### src/sv/sqi_pkg.sv
`timescale 1ns / 1ps
// ----------------------------------------------------------------------------
// sqi_pkg
// Shared field widths and codes of the iterative square root block.
// ----------------------------------------------------------------------------
package sqi_pkg;

  localparam int VALUE_W   = 32;
  localparam int ROOT_W    = 25;
  localparam int ITER_W    = 7;
  localparam int CFG_IDX_W = 1;

  localparam logic [CFG_IDX_W-1:0] CFG_METHOD = 1'b0;
  localparam logic [CFG_IDX_W-1:0] CFG_TOL    = 1'b1;

  localparam logic METHOD_BISECT = 1'b0;
  localparam logic METHOD_NEWTON = 1'b1;

  localparam logic [VALUE_W-1:0] TOL_RESET = 32'd6554;

endpackage

### src/sv/square_root_iterative_top.sv
`timescale 1ns / 1ps
// ----------------------------------------------------------------------------
// square_root_iterative_top
// Fixed-point square root by bisection or Newton-Raphson refinement.
// ----------------------------------------------------------------------------
// Steps: the integer root is found digit by digit in ST_ROOT, ST_INIT seeds
// the estimate, then ST_MUL squares it and ST_CHK checks it and takes a
// bisection step; a Newton step adds a bit-serial divide in ST_DIV; ST_FIN
// writes the output register. One item at a time: in_tready only in ST_IDLE.
// Reset: synchronous active-low; method returns to bisection and tolerance
// to 6554, the output register is emptied.
module square_root_iterative_top #(
  parameter int MAX_ITER  = 64,
  parameter int FRAC_BITS = 16
) (
  input  logic                        clk,
  input  logic                        rst_n,
  input  logic                        in_tvalid,
  output logic                        in_tready,
  input  logic [sqi_pkg::VALUE_W-1:0] in_tdata,   // value[31:0]
  output logic                        out_tvalid,
  input  logic                        out_tready,
  output logic [31:0]                 out_tdata,  // root[24:0], iterations[31:25]
  output logic                        out_tuser,  // converged[0]
  input  logic                        cfg_valid,
  output logic                        cfg_ready,
  input  logic [sqi_pkg::CFG_IDX_W-1:0] cfg_index,
  input  logic [31:0]                 cfg_data
);

  import sqi_pkg::*;

  localparam int MW  = VALUE_W - FRAC_BITS;
  localparam int NW  = (MW + 1) / 2;
  localparam int XW  = 16 + FRAC_BITS / 2 + 2;
  localparam int PW  = 2 * XW;
  localparam int SCW = $clog2(NW + 1);
  localparam int IW  = (MAX_ITER < 2) ? 1 : $clog2(MAX_ITER + 1);

  localparam logic [2:0] ST_IDLE = 3'd0;
  localparam logic [2:0] ST_ROOT = 3'd1;
  localparam logic [2:0] ST_INIT = 3'd2;
  localparam logic [2:0] ST_MUL  = 3'd3;
  localparam logic [2:0] ST_CHK  = 3'd4;
  localparam logic [2:0] ST_DIV  = 3'd5;
  localparam logic [2:0] ST_FIN  = 3'd6;

  logic [2:0]         state_r, state_nxt;
  logic               method_r, method_nxt;
  logic [VALUE_W-1:0] tol_r, tol_nxt;
  logic [VALUE_W-1:0] v_r, v_nxt;
  logic               meth_r, meth_nxt;
  logic [2*NW-1:0]    msh_r, msh_nxt;
  logic [NW-1:0]      sroot_r, sroot_nxt;
  logic [NW+1:0]      srem_r, srem_nxt;
  logic [SCW-1:0]     scnt_r, scnt_nxt;
  logic [XW-1:0]      x_r, x_nxt;
  logic [XW-1:0]      a_r, a_nxt;
  logic [XW-1:0]      b_r, b_nxt;
  logic [PW-1:0]      xx_r, xx_nxt;
  logic               ge_r, ge_nxt;
  logic [IW-1:0]      it_r, it_nxt;
  logic               conv_r, conv_nxt;
  logic               ovalid_r, ovalid_nxt;
  logic [ROOT_W-1:0]  oroot_r, oroot_nxt;
  logic [ITER_W-1:0]  oiter_r, oiter_nxt;
  logic               oconv_r, oconv_nxt;

  logic [NW+1:0] rem_sh, trial;
  logic [PW-1:0] v2, tol2, diff, div_q;
  logic          ge, div_start, div_done;
  logic [XW:0]   bsum;
  logic [XW-1:0] na, nb;

  sqi_div #(.W(PW)) u_div (
    .clk      (clk),
    .rst_n    (rst_n),
    .start    (div_start),
    .dividend (diff),
    .divisor  (PW'(x_r) << 1),
    .done     (div_done),
    .quotient (div_q)
  );

  assign in_tready = (state_r == ST_IDLE);
  assign cfg_ready = 1'b1;

  always_comb begin
    state_nxt  = state_r;
    method_nxt = method_r;
    tol_nxt    = tol_r;
    v_nxt      = v_r;
    meth_nxt   = meth_r;
    msh_nxt    = msh_r;
    sroot_nxt  = sroot_r;
    srem_nxt   = srem_r;
    scnt_nxt   = scnt_r;
    x_nxt      = x_r;
    a_nxt      = a_r;
    b_nxt      = b_r;
    xx_nxt     = xx_r;
    ge_nxt     = ge_r;
    it_nxt     = it_r;
    conv_nxt   = conv_r;
    ovalid_nxt = ovalid_r;
    oroot_nxt  = oroot_r;
    oiter_nxt  = oiter_r;
    oconv_nxt  = oconv_r;
    div_start  = 1'b0;

    rem_sh = {srem_r[NW-1:0], msh_r[2*NW-1 -: 2]};
    trial  = {sroot_r, 2'b01};
    v2     = PW'(v_r) << FRAC_BITS;
    tol2   = PW'(tol_r) << FRAC_BITS;
    ge     = (xx_r >= v2);
    diff   = ge ? (xx_r - v2) : (v2 - xx_r);
    na     = ge ? a_r : x_r;
    nb     = ge ? x_r : b_r;
    bsum   = (XW + 1)'(na) + (XW + 1)'(nb);

    if (cfg_valid) begin
      unique case (cfg_index)
        CFG_METHOD: method_nxt = cfg_data[0];
        CFG_TOL:    tol_nxt    = cfg_data;
        default:    ;
      endcase
    end

    if (ovalid_r && out_tready) ovalid_nxt = 1'b0;

    unique case (state_r)
      ST_IDLE: begin
        if (in_tvalid) begin
          v_nxt     = in_tdata;
          meth_nxt  = method_r;
          msh_nxt   = (2*NW)'(in_tdata >> FRAC_BITS);
          sroot_nxt = '0;
          srem_nxt  = '0;
          scnt_nxt  = '0;
          state_nxt = ST_ROOT;
        end
      end
      ST_ROOT: begin
        if (rem_sh >= trial) begin
          srem_nxt  = rem_sh - trial;
          sroot_nxt = {sroot_r[NW-2:0], 1'b1};
        end else begin
          srem_nxt  = rem_sh;
          sroot_nxt = {sroot_r[NW-2:0], 1'b0};
        end
        msh_nxt  = msh_r << 2;
        scnt_nxt = scnt_r + 1'b1;
        if (scnt_r == SCW'(NW - 1)) state_nxt = ST_INIT;
      end
      ST_INIT: begin
        it_nxt = '0;
        a_nxt  = XW'(sroot_r) << FRAC_BITS;
        b_nxt  = (XW'(sroot_r) + 1'b1) << FRAC_BITS;
        if (meth_r == METHOD_BISECT) begin
          if (srem_r == '0 && v_r[FRAC_BITS-1:0] == '0) begin
            x_nxt = XW'(sroot_r) << FRAC_BITS;
          end else begin
            x_nxt = (XW'(sroot_r) << FRAC_BITS) | (XW'(1) << (FRAC_BITS - 1));
          end
        end else if (v_r != '0 && v_r[VALUE_W-1:FRAC_BITS] == '0) begin
          x_nxt = XW'(1) << FRAC_BITS;
        end else begin
          x_nxt = XW'(sroot_r) << FRAC_BITS;
        end
        state_nxt = ST_MUL;
      end
      ST_MUL: begin
        xx_nxt    = x_r * x_r;
        state_nxt = ST_CHK;
      end
      ST_CHK: begin
        ge_nxt = ge;
        if (diff <= tol2) begin
          conv_nxt  = 1'b1;
          state_nxt = ST_FIN;
        end else if (it_r >= IW'(MAX_ITER)) begin
          conv_nxt  = 1'b0;
          state_nxt = ST_FIN;
        end else if (meth_r == METHOD_BISECT) begin
          a_nxt     = na;
          b_nxt     = nb;
          x_nxt     = bsum[XW:1];
          it_nxt    = it_r + 1'b1;
          state_nxt = ST_MUL;
        end else if (x_r == '0) begin
          it_nxt    = it_r + 1'b1;
          state_nxt = ST_MUL;
        end else begin
          div_start = 1'b1;
          state_nxt = ST_DIV;
        end
      end
      ST_DIV: begin
        if (div_done) begin
          if (ge_r) begin
            x_nxt = (div_q <= PW'(x_r)) ? (x_r - div_q[XW-1:0]) : '0;
          end else begin
            x_nxt = XW'(PW'(x_r) + div_q);
          end
          it_nxt    = it_r + 1'b1;
          state_nxt = ST_MUL;
        end
      end
      ST_FIN: begin
        if (!ovalid_r || out_tready) begin
          ovalid_nxt = 1'b1;
          oroot_nxt  = ROOT_W'(x_r);
          oiter_nxt  = ITER_W'(it_r);
          oconv_nxt  = conv_r;
          state_nxt  = ST_IDLE;
        end
      end
      default: state_nxt = ST_IDLE;
    endcase
  end

  always_ff @(posedge clk) begin
    if (!rst_n) begin
      state_r  <= ST_IDLE;
      method_r <= METHOD_BISECT;
      tol_r    <= TOL_RESET;
      ovalid_r <= 1'b0;
    end else begin
      state_r  <= state_nxt;
      method_r <= method_nxt;
      tol_r    <= tol_nxt;
      ovalid_r <= ovalid_nxt;
    end
    v_r     <= v_nxt;
    meth_r  <= meth_nxt;
    msh_r   <= msh_nxt;
    sroot_r <= sroot_nxt;
    srem_r  <= srem_nxt;
    scnt_r  <= scnt_nxt;
    x_r     <= x_nxt;
    a_r     <= a_nxt;
    b_r     <= b_nxt;
    xx_r    <= xx_nxt;
    ge_r    <= ge_nxt;
    it_r    <= it_nxt;
    conv_r  <= conv_nxt;
    oroot_r <= oroot_nxt;
    oiter_r <= oiter_nxt;
    oconv_r <= oconv_nxt;
  end

  assign out_tvalid = ovalid_r;
  assign out_tdata  = {oiter_r, oroot_r};
  assign out_tuser  = oconv_r;

endmodule

### src/sv/sqi_div.sv
`timescale 1ns / 1ps
// ----------------------------------------------------------------------------
// sqi_div
// Restoring unsigned divider, one quotient bit per cycle.
// ----------------------------------------------------------------------------
module sqi_div #(
  parameter int W = 52
) (
  input  logic         clk,
  input  logic         rst_n,
  input  logic         start,
  input  logic [W-1:0] dividend,
  input  logic [W-1:0] divisor,
  output logic         done,
  output logic [W-1:0] quotient
);

  localparam int CW = $clog2(W + 1);

  logic          busy_r, busy_nxt;
  logic          done_r, done_nxt;
  logic [CW-1:0] cnt_r, cnt_nxt;
  logic [W:0]    rem_r, rem_nxt;
  logic [W-1:0]  quo_r, quo_nxt;
  logic [W-1:0]  dsr_r, dsr_nxt;
  logic [W:0]    shifted;

  always_comb begin
    busy_nxt = busy_r;
    done_nxt = 1'b0;
    cnt_nxt  = cnt_r;
    rem_nxt  = rem_r;
    quo_nxt  = quo_r;
    dsr_nxt  = dsr_r;
    shifted  = {rem_r[W-1:0], quo_r[W-1]};
    if (start) begin
      busy_nxt = 1'b1;
      cnt_nxt  = '0;
      rem_nxt  = '0;
      quo_nxt  = dividend;
      dsr_nxt  = divisor;
    end else if (busy_r) begin
      if (shifted >= {1'b0, dsr_r}) begin
        rem_nxt = shifted - {1'b0, dsr_r};
        quo_nxt = {quo_r[W-2:0], 1'b1};
      end else begin
        rem_nxt = shifted;
        quo_nxt = {quo_r[W-2:0], 1'b0};
      end
      cnt_nxt = cnt_r + 1'b1;
      if (cnt_r == CW'(W - 1)) begin
        busy_nxt = 1'b0;
        done_nxt = 1'b1;
      end
    end
  end

  always_ff @(posedge clk) begin
    if (!rst_n) begin
      busy_r <= 1'b0;
      done_r <= 1'b0;
      cnt_r  <= '0;
    end else begin
      busy_r <= busy_nxt;
      done_r <= done_nxt;
      cnt_r  <= cnt_nxt;
    end
    rem_r <= rem_nxt;
    quo_r <= quo_nxt;
    dsr_r <= dsr_nxt;
  end

  assign done     = done_r;
  assign quotient = quo_r;

endmodule

### config.mk
export PLATFORM = sky130hd
export DESIGN_NAME = square_root_iterative_top
export DESIGN_NICKNAME = d
export VERILOG_FILES = /design/src/sv/sqi_pkg.sv /design/src/sv/square_root_iterative_top.sv /design/src/sv/sqi_div.sv
export SDC_FILE = /design/constraint.sdc
export NUM_CORES = 2
export LEC_CHECK = 0
export BUFFER_PORTS_ARGS = -buffer_cell sky130_fd_sc_hd__buf_2
export CAP_MARGIN = 20
export CORE_MARGIN = 10
export CORE_UTILIZATION = 49
export DETAILED_ROUTE_END_ITERATION = 8
export PLACE_DENSITY_LB_ADDON = 0.12
export SYNTH_ARGS = -nofsm -noshare
export SYNTH_HDL_FRONTEND = slang
export SYNTH_SLANG_ARGS = --single-unit
### constraint.sdc
create_clock -name clk -period 18.11 [get_ports clk]
set_clock_uncertainty 0.05 [all_clocks]
set_input_delay 0 -clock clk [delete_from_list [all_inputs] [get_ports clk]]
set_output_delay 0 -clock clk [all_outputs]
set_load 0.01 [all_outputs]
# Word level (Yosys, flattened, before mapping)
# Cells that the tools add are included.
[classes]
n_addsub = 11
n_mul = 1
magnitude_cmp = 6
eq_ne = 16
n_mux = 63
bitwise = 3
n_reduce_logical = 28
[ops]
columns = ["operator", "count"]
rows = [
  ["26-bit 2-to-1 mux", 14],
  ["52-bit 2-to-1 mux", 4],
  ["26-bit case mux with 2 select lines", 2],
  ["26-bit case mux with 3 select lines", 1],
  ["53-bit by 27-bit greater-or-equal comparator with 1-bit output", 1],
  ["52-bit by 48-bit greater-or-equal comparator with 1-bit output", 1],
  ["52-bit by 26-bit <= comparator with 1-bit output", 1],
  ["52-bit by 48-bit <= comparator with 1-bit output", 1],
  ["26-bit by 26-bit multiplier with 52-bit output", 1],
  ["48-bit by 52-bit subtractor with 52-bit output", 1],
  ["52-bit by 27-bit subtractor with 52-bit output", 1],
  ["52-bit by 48-bit subtractor with 52-bit output", 1],
  ["24-bit 2-to-1 mux", 2],
  ["7-bit 2-to-1 mux", 5],
  ["16-bit logical NOT", 2],
  ["16-bit 2-to-1 mux", 2],
  ["16-bit case mux with 2 select lines", 1],
  ["32-bit nonzero test", 1],
  ["26-bit by 26-bit adder with 27-bit output", 1],
  ["26-bit adder", 1],
  ["26-bit logical NOT", 1],
  ["26-bit subtractor", 1],
  ["3-bit 2-to-1 mux", 8],
  ["3-bit case mux with 7 select lines", 1],
  ["other kinds (36)", 73],
]
[totals]
ff_bits = 418
inputBits = 70
out_inout_bits = 36

# Depth between registers and ports, before layout
[logic_depth]
depth_word = 7
depth_mapped = 32

# Hierarchy
# From an unflattened synthesis, not the netlist that was laid out.
[unflattened]
cells_unflattened = 5424
hier_area_um2 = 49218.5
[modules_own_cells]
columns = ["mod", "n_inst", "cells_per_inst", "area_per_inst_um2"]
rows = [
  ["square_root_iterative_top", 1, 4424, 39425.3],
  ["sqi_div", 1, 1000, 9793.1],
]

# Worst setup path before layout
# No wires, ideal clock.
[synth_path]
kind = "flip-flop to flip-flop"
startpoint = "register x_r[25]"
endpoint = "register xx_r[50], data pin"
setup_time_ns = 0.258
t_arrival_ns = 7.324
required_ns = 17.802
setup_slack_ns = 10.478
path_stages_with_launch = 28
n_path_buf = 3
synth_period_minus_slack_ns = 7.632
cell_sequence = "edfxtp_1 clkbuf_1 inv_1 clkbuf_1 clkbuf_1 nor2_1 fa_1 inv_1 fa_1 inv_1 fa_1 fa_1 fa_1 fa_1 inv_1 fa_1 inv_1 ha_1 a21o_1 a21o_1 a21oi_1 nor3b_1 a2111oi_0 o31ai_1 a31o_2 a311o_1 a21oi_1 xnor2_1"
[synth_via]
elab_chain_cells = 1
[synth_lines]
columns = ["element", "line", "source"]
rows = [
  ["start: declaration", "square_root_iterative_top.sv:57", "logic [XW-1:0] x_r, x_nxt;"],
  ["start signal: assignment", "square_root_iterative_top.sv:240", "x_r <= x_nxt;"],
  ["26-bit by 26-bit multiplier with 52-bit output", "square_root_iterative_top.sv:173", "xx_nxt = x_r * x_r;"],
  ["end signal: assignment", "square_root_iterative_top.sv:243", "xx_r <= xx_nxt;"],
  ["end: declaration", "square_root_iterative_top.sv:60", "logic [PW-1:0] xx_r, xx_nxt;"],
]
# No other way between the ends.
# A chain may end at the register's enable or synchronous reset.

# Final worst setup path
[layout_path]
startpoint = "register x_r[6]"
endpoint = "register xx_r[50], data pin"
# The elaborated chain is that of the path after synthesis.

==> results.cfg <==
[run_status]
status = finished, final reports clean

[place]
hpwlAfterDp_mm = 112
io_buffers = 104
gp_congestion = 0.975
placed_cell_area_um2 = 49100

[synthesis]
synth_cells = 5158
synth.top_cell.area_share_pct = 22.1
syn_area_per_cell_um2 = 9.16
yosys.area.top_type = fa_1
synthArstFlopShare_pct = 0
synth_warnings = 0
ys.flop_type = edfxtp_1
yosysSeqAreaShare_pct = 24.4
synth_area_um2 = 47300
yosys-top-cells-area = fa_1 22%, edfxtp_1 20%, ha_1 11%
yosys.cell_types.count = 82
syn_nets = 6183
yosys_register_bits = 417
synth-edff-count = 320

[grt]
grt_max_degree = 139
grt_overflow_total = 0
antenna_found_initial = 13
grt_usage_pct = 27.2
grt_pass1_wl_mm = 227
grt_pass1_vias = 37300

[detailed_routing]
totalWireLength_mm = 149
drcViolationCount = 0
route.detailed.wl_per_inst_um = 22.6
routed-via-count = 37400
via_per_inst = 5.69
first_pass_iters = 6
drt_iter0_markers = 3444
final_antenna_net_count = 0

[sta]
period_share_pct = 52.9
slew_headroom_pct = 20.5
rsz0062_at_grt = no
fmax_ghz = 0.104
final-max-slew-violation-count = 0
tightest_slew_ns = 1.19
setup_violations = 0
fin_crit_ns = 9.58
whs_ns = 0.0431
hold_viol_final = 0
setup_tns_ns = 0

[cts]
cts_buffers = 51
cts-resized-gates = 0
cts_tree = built
clkLatencyLatePin_ns = 0.66
cts.clk_slew.worst_paths_ns = 0.06
htree_num_levels = 2
cts_sinks = 417
cts_root_buf = clkbuf_16
clockBufferDepth = 3

[worst_setup_path]
worstSetupPathType = reg2reg
critPathRequiredTime_ns = 18.45
worst_ep_arrival_time_ns = 9.93
crit_path_max_fanout = 19
cp-end-kind = flop
r2r_slack_ns = 8.53
startpoint_type = flop
rr_worst_depth = 24

[final_layout]
final_common_cell = inv_1
design_area_um2 = 51800
area_delta_synth_final_pct = 9.64
num-nets-final = 6293
drive_above_1_share_pct = 6.44
fin_util_pct = 54.4
final_cell_mix = 905 x inv_1, 521 x fa_1, 519 x nand2_1

[floorplanning]
die_area_um2 = 109000
start_util_pct = 49.6
io_pins = 106
die_h_um = 331
placementRows = 113
die_w_um = 331
core_area_um2 = 95300

[worst_hold_path]
hp-class = in2reg
hold_depth = 2

[run]
max_cap_viol_count = 0
-- timing repair --
action / in CTS / in global routing
hold endpoints to repair: 93 / 0
hold buffers: 103 / 0
endpoints found under the setup margin: 0 / 0
buffers inserted: 0 / 0
-- through the flow --
step                      worst slack (ns)  instances
after floorplan                      10.48       5158
after global placement                9.20       6375
after detailed placement              8.76       6375
after CTS                             8.76       6574
after global routing                  8.36       6576
final                                 8.53       6578
-- path summary, 6_finish.rpt --
| path | startpoint | end |
|---|---|---|
| max | x_r[6]$_DFFE_PP_ | xx_r[50]$_DFFE_PN_ |
| max reg2reg | x_r[6]$_DFFE_PP_ | xx_r[50]$_DFFE_PN_ |
| min reg2reg | method_r$_SDFFE_PN0P_ | meth_r$_DFFE_PP_ |
| min | in_tdata[23] | v_r[23]$_DFFE_PP_ |
-- registers in the layout, indices dropped and copies added, names as in the netlist, 26 cells and up --
name and flops:
v_r 32, b_r 26, x_r 26, xx_r 51, u_div.rem_r 52, u_div.dsr_r 26
a_r 26, u_div.quotient 52, tol_r 32
-- worst max-delay path, stage by stage, from the launching register on --
cell and delay [ns]:
edfxtp_1 1.14, inv_1 0.81, nor2_1 0.38, inv_1 0.10, fa_1 0.51, inv_1 0.05
fa_1 0.47, inv_1 0.05, fa_1 0.55, inv_1 0.06, fa_1 0.42, fa_1 0.47
fa_1 0.57, fa_1 0.42, ha_1 0.38, nand4_1 0.13, or2_2 0.30, a211oi_1 0.48
o32ai_1 0.20, buf_4 0.19, o31ai_1 0.89, a31o_2 0.32, a311o_1 0.18, a21oi_1 0.07
xnor2_1 0.13
-- layout make-up --
class	count	area [µm²]
tap	1265	1580
fill	8777	43500
timing repair buffer	278	2110
inverter	910	3420
clock buffer	65	1350
clock inverter	31	354
sequential	417	11600
antenna	2	5.00
multi-input combinational	3610	31500
-- routing by layer --
layer  GRT usage (%)  part of all wire, %  routed length [µm]  vias to the layer above
met5               0                0.060                  90                        -
met3            5.18                  8.8               13100                      245
li1                -                    -                   -                    17300
met1            39.1                   44               65400                    18400
met4            7.50                  3.0                4500                       14
met2            41.5                   44               65700                     1427
-- cells in the mapped netlist (47+ instances only) --
cell and count:
fa_1 521, ha_1 434, nand2_1 519, edfxtp_1 320, xor2_1 81, nand3_1 61
nor2_1 419, a21o_1 109, clkbuf_1 176, nor3_1 52, dfxtp_1 97, xnor2_1 135
nand4_1 53, and2_1 54, nor4_1 47, inv_1 905, a21oi_1 260, o21ai_0 224
-- cell families after synthesis --
logic type,Yosys count,synth area share (%)
AOI/OAI and AO/OA,983,13.7
xor gates and xnor gates,216,4.00
adders and majority gates,955,33.6
buffers and inverters,1131,9.09
DFF,417,24.4
muxes,91,2.05
other,1,0.00793
and+or+nand+nor,1364,13.2
Power is left out: the tool's default activity adds up to more than one toggle a clock period on the data nets, which glitch-free logic cannot reach.
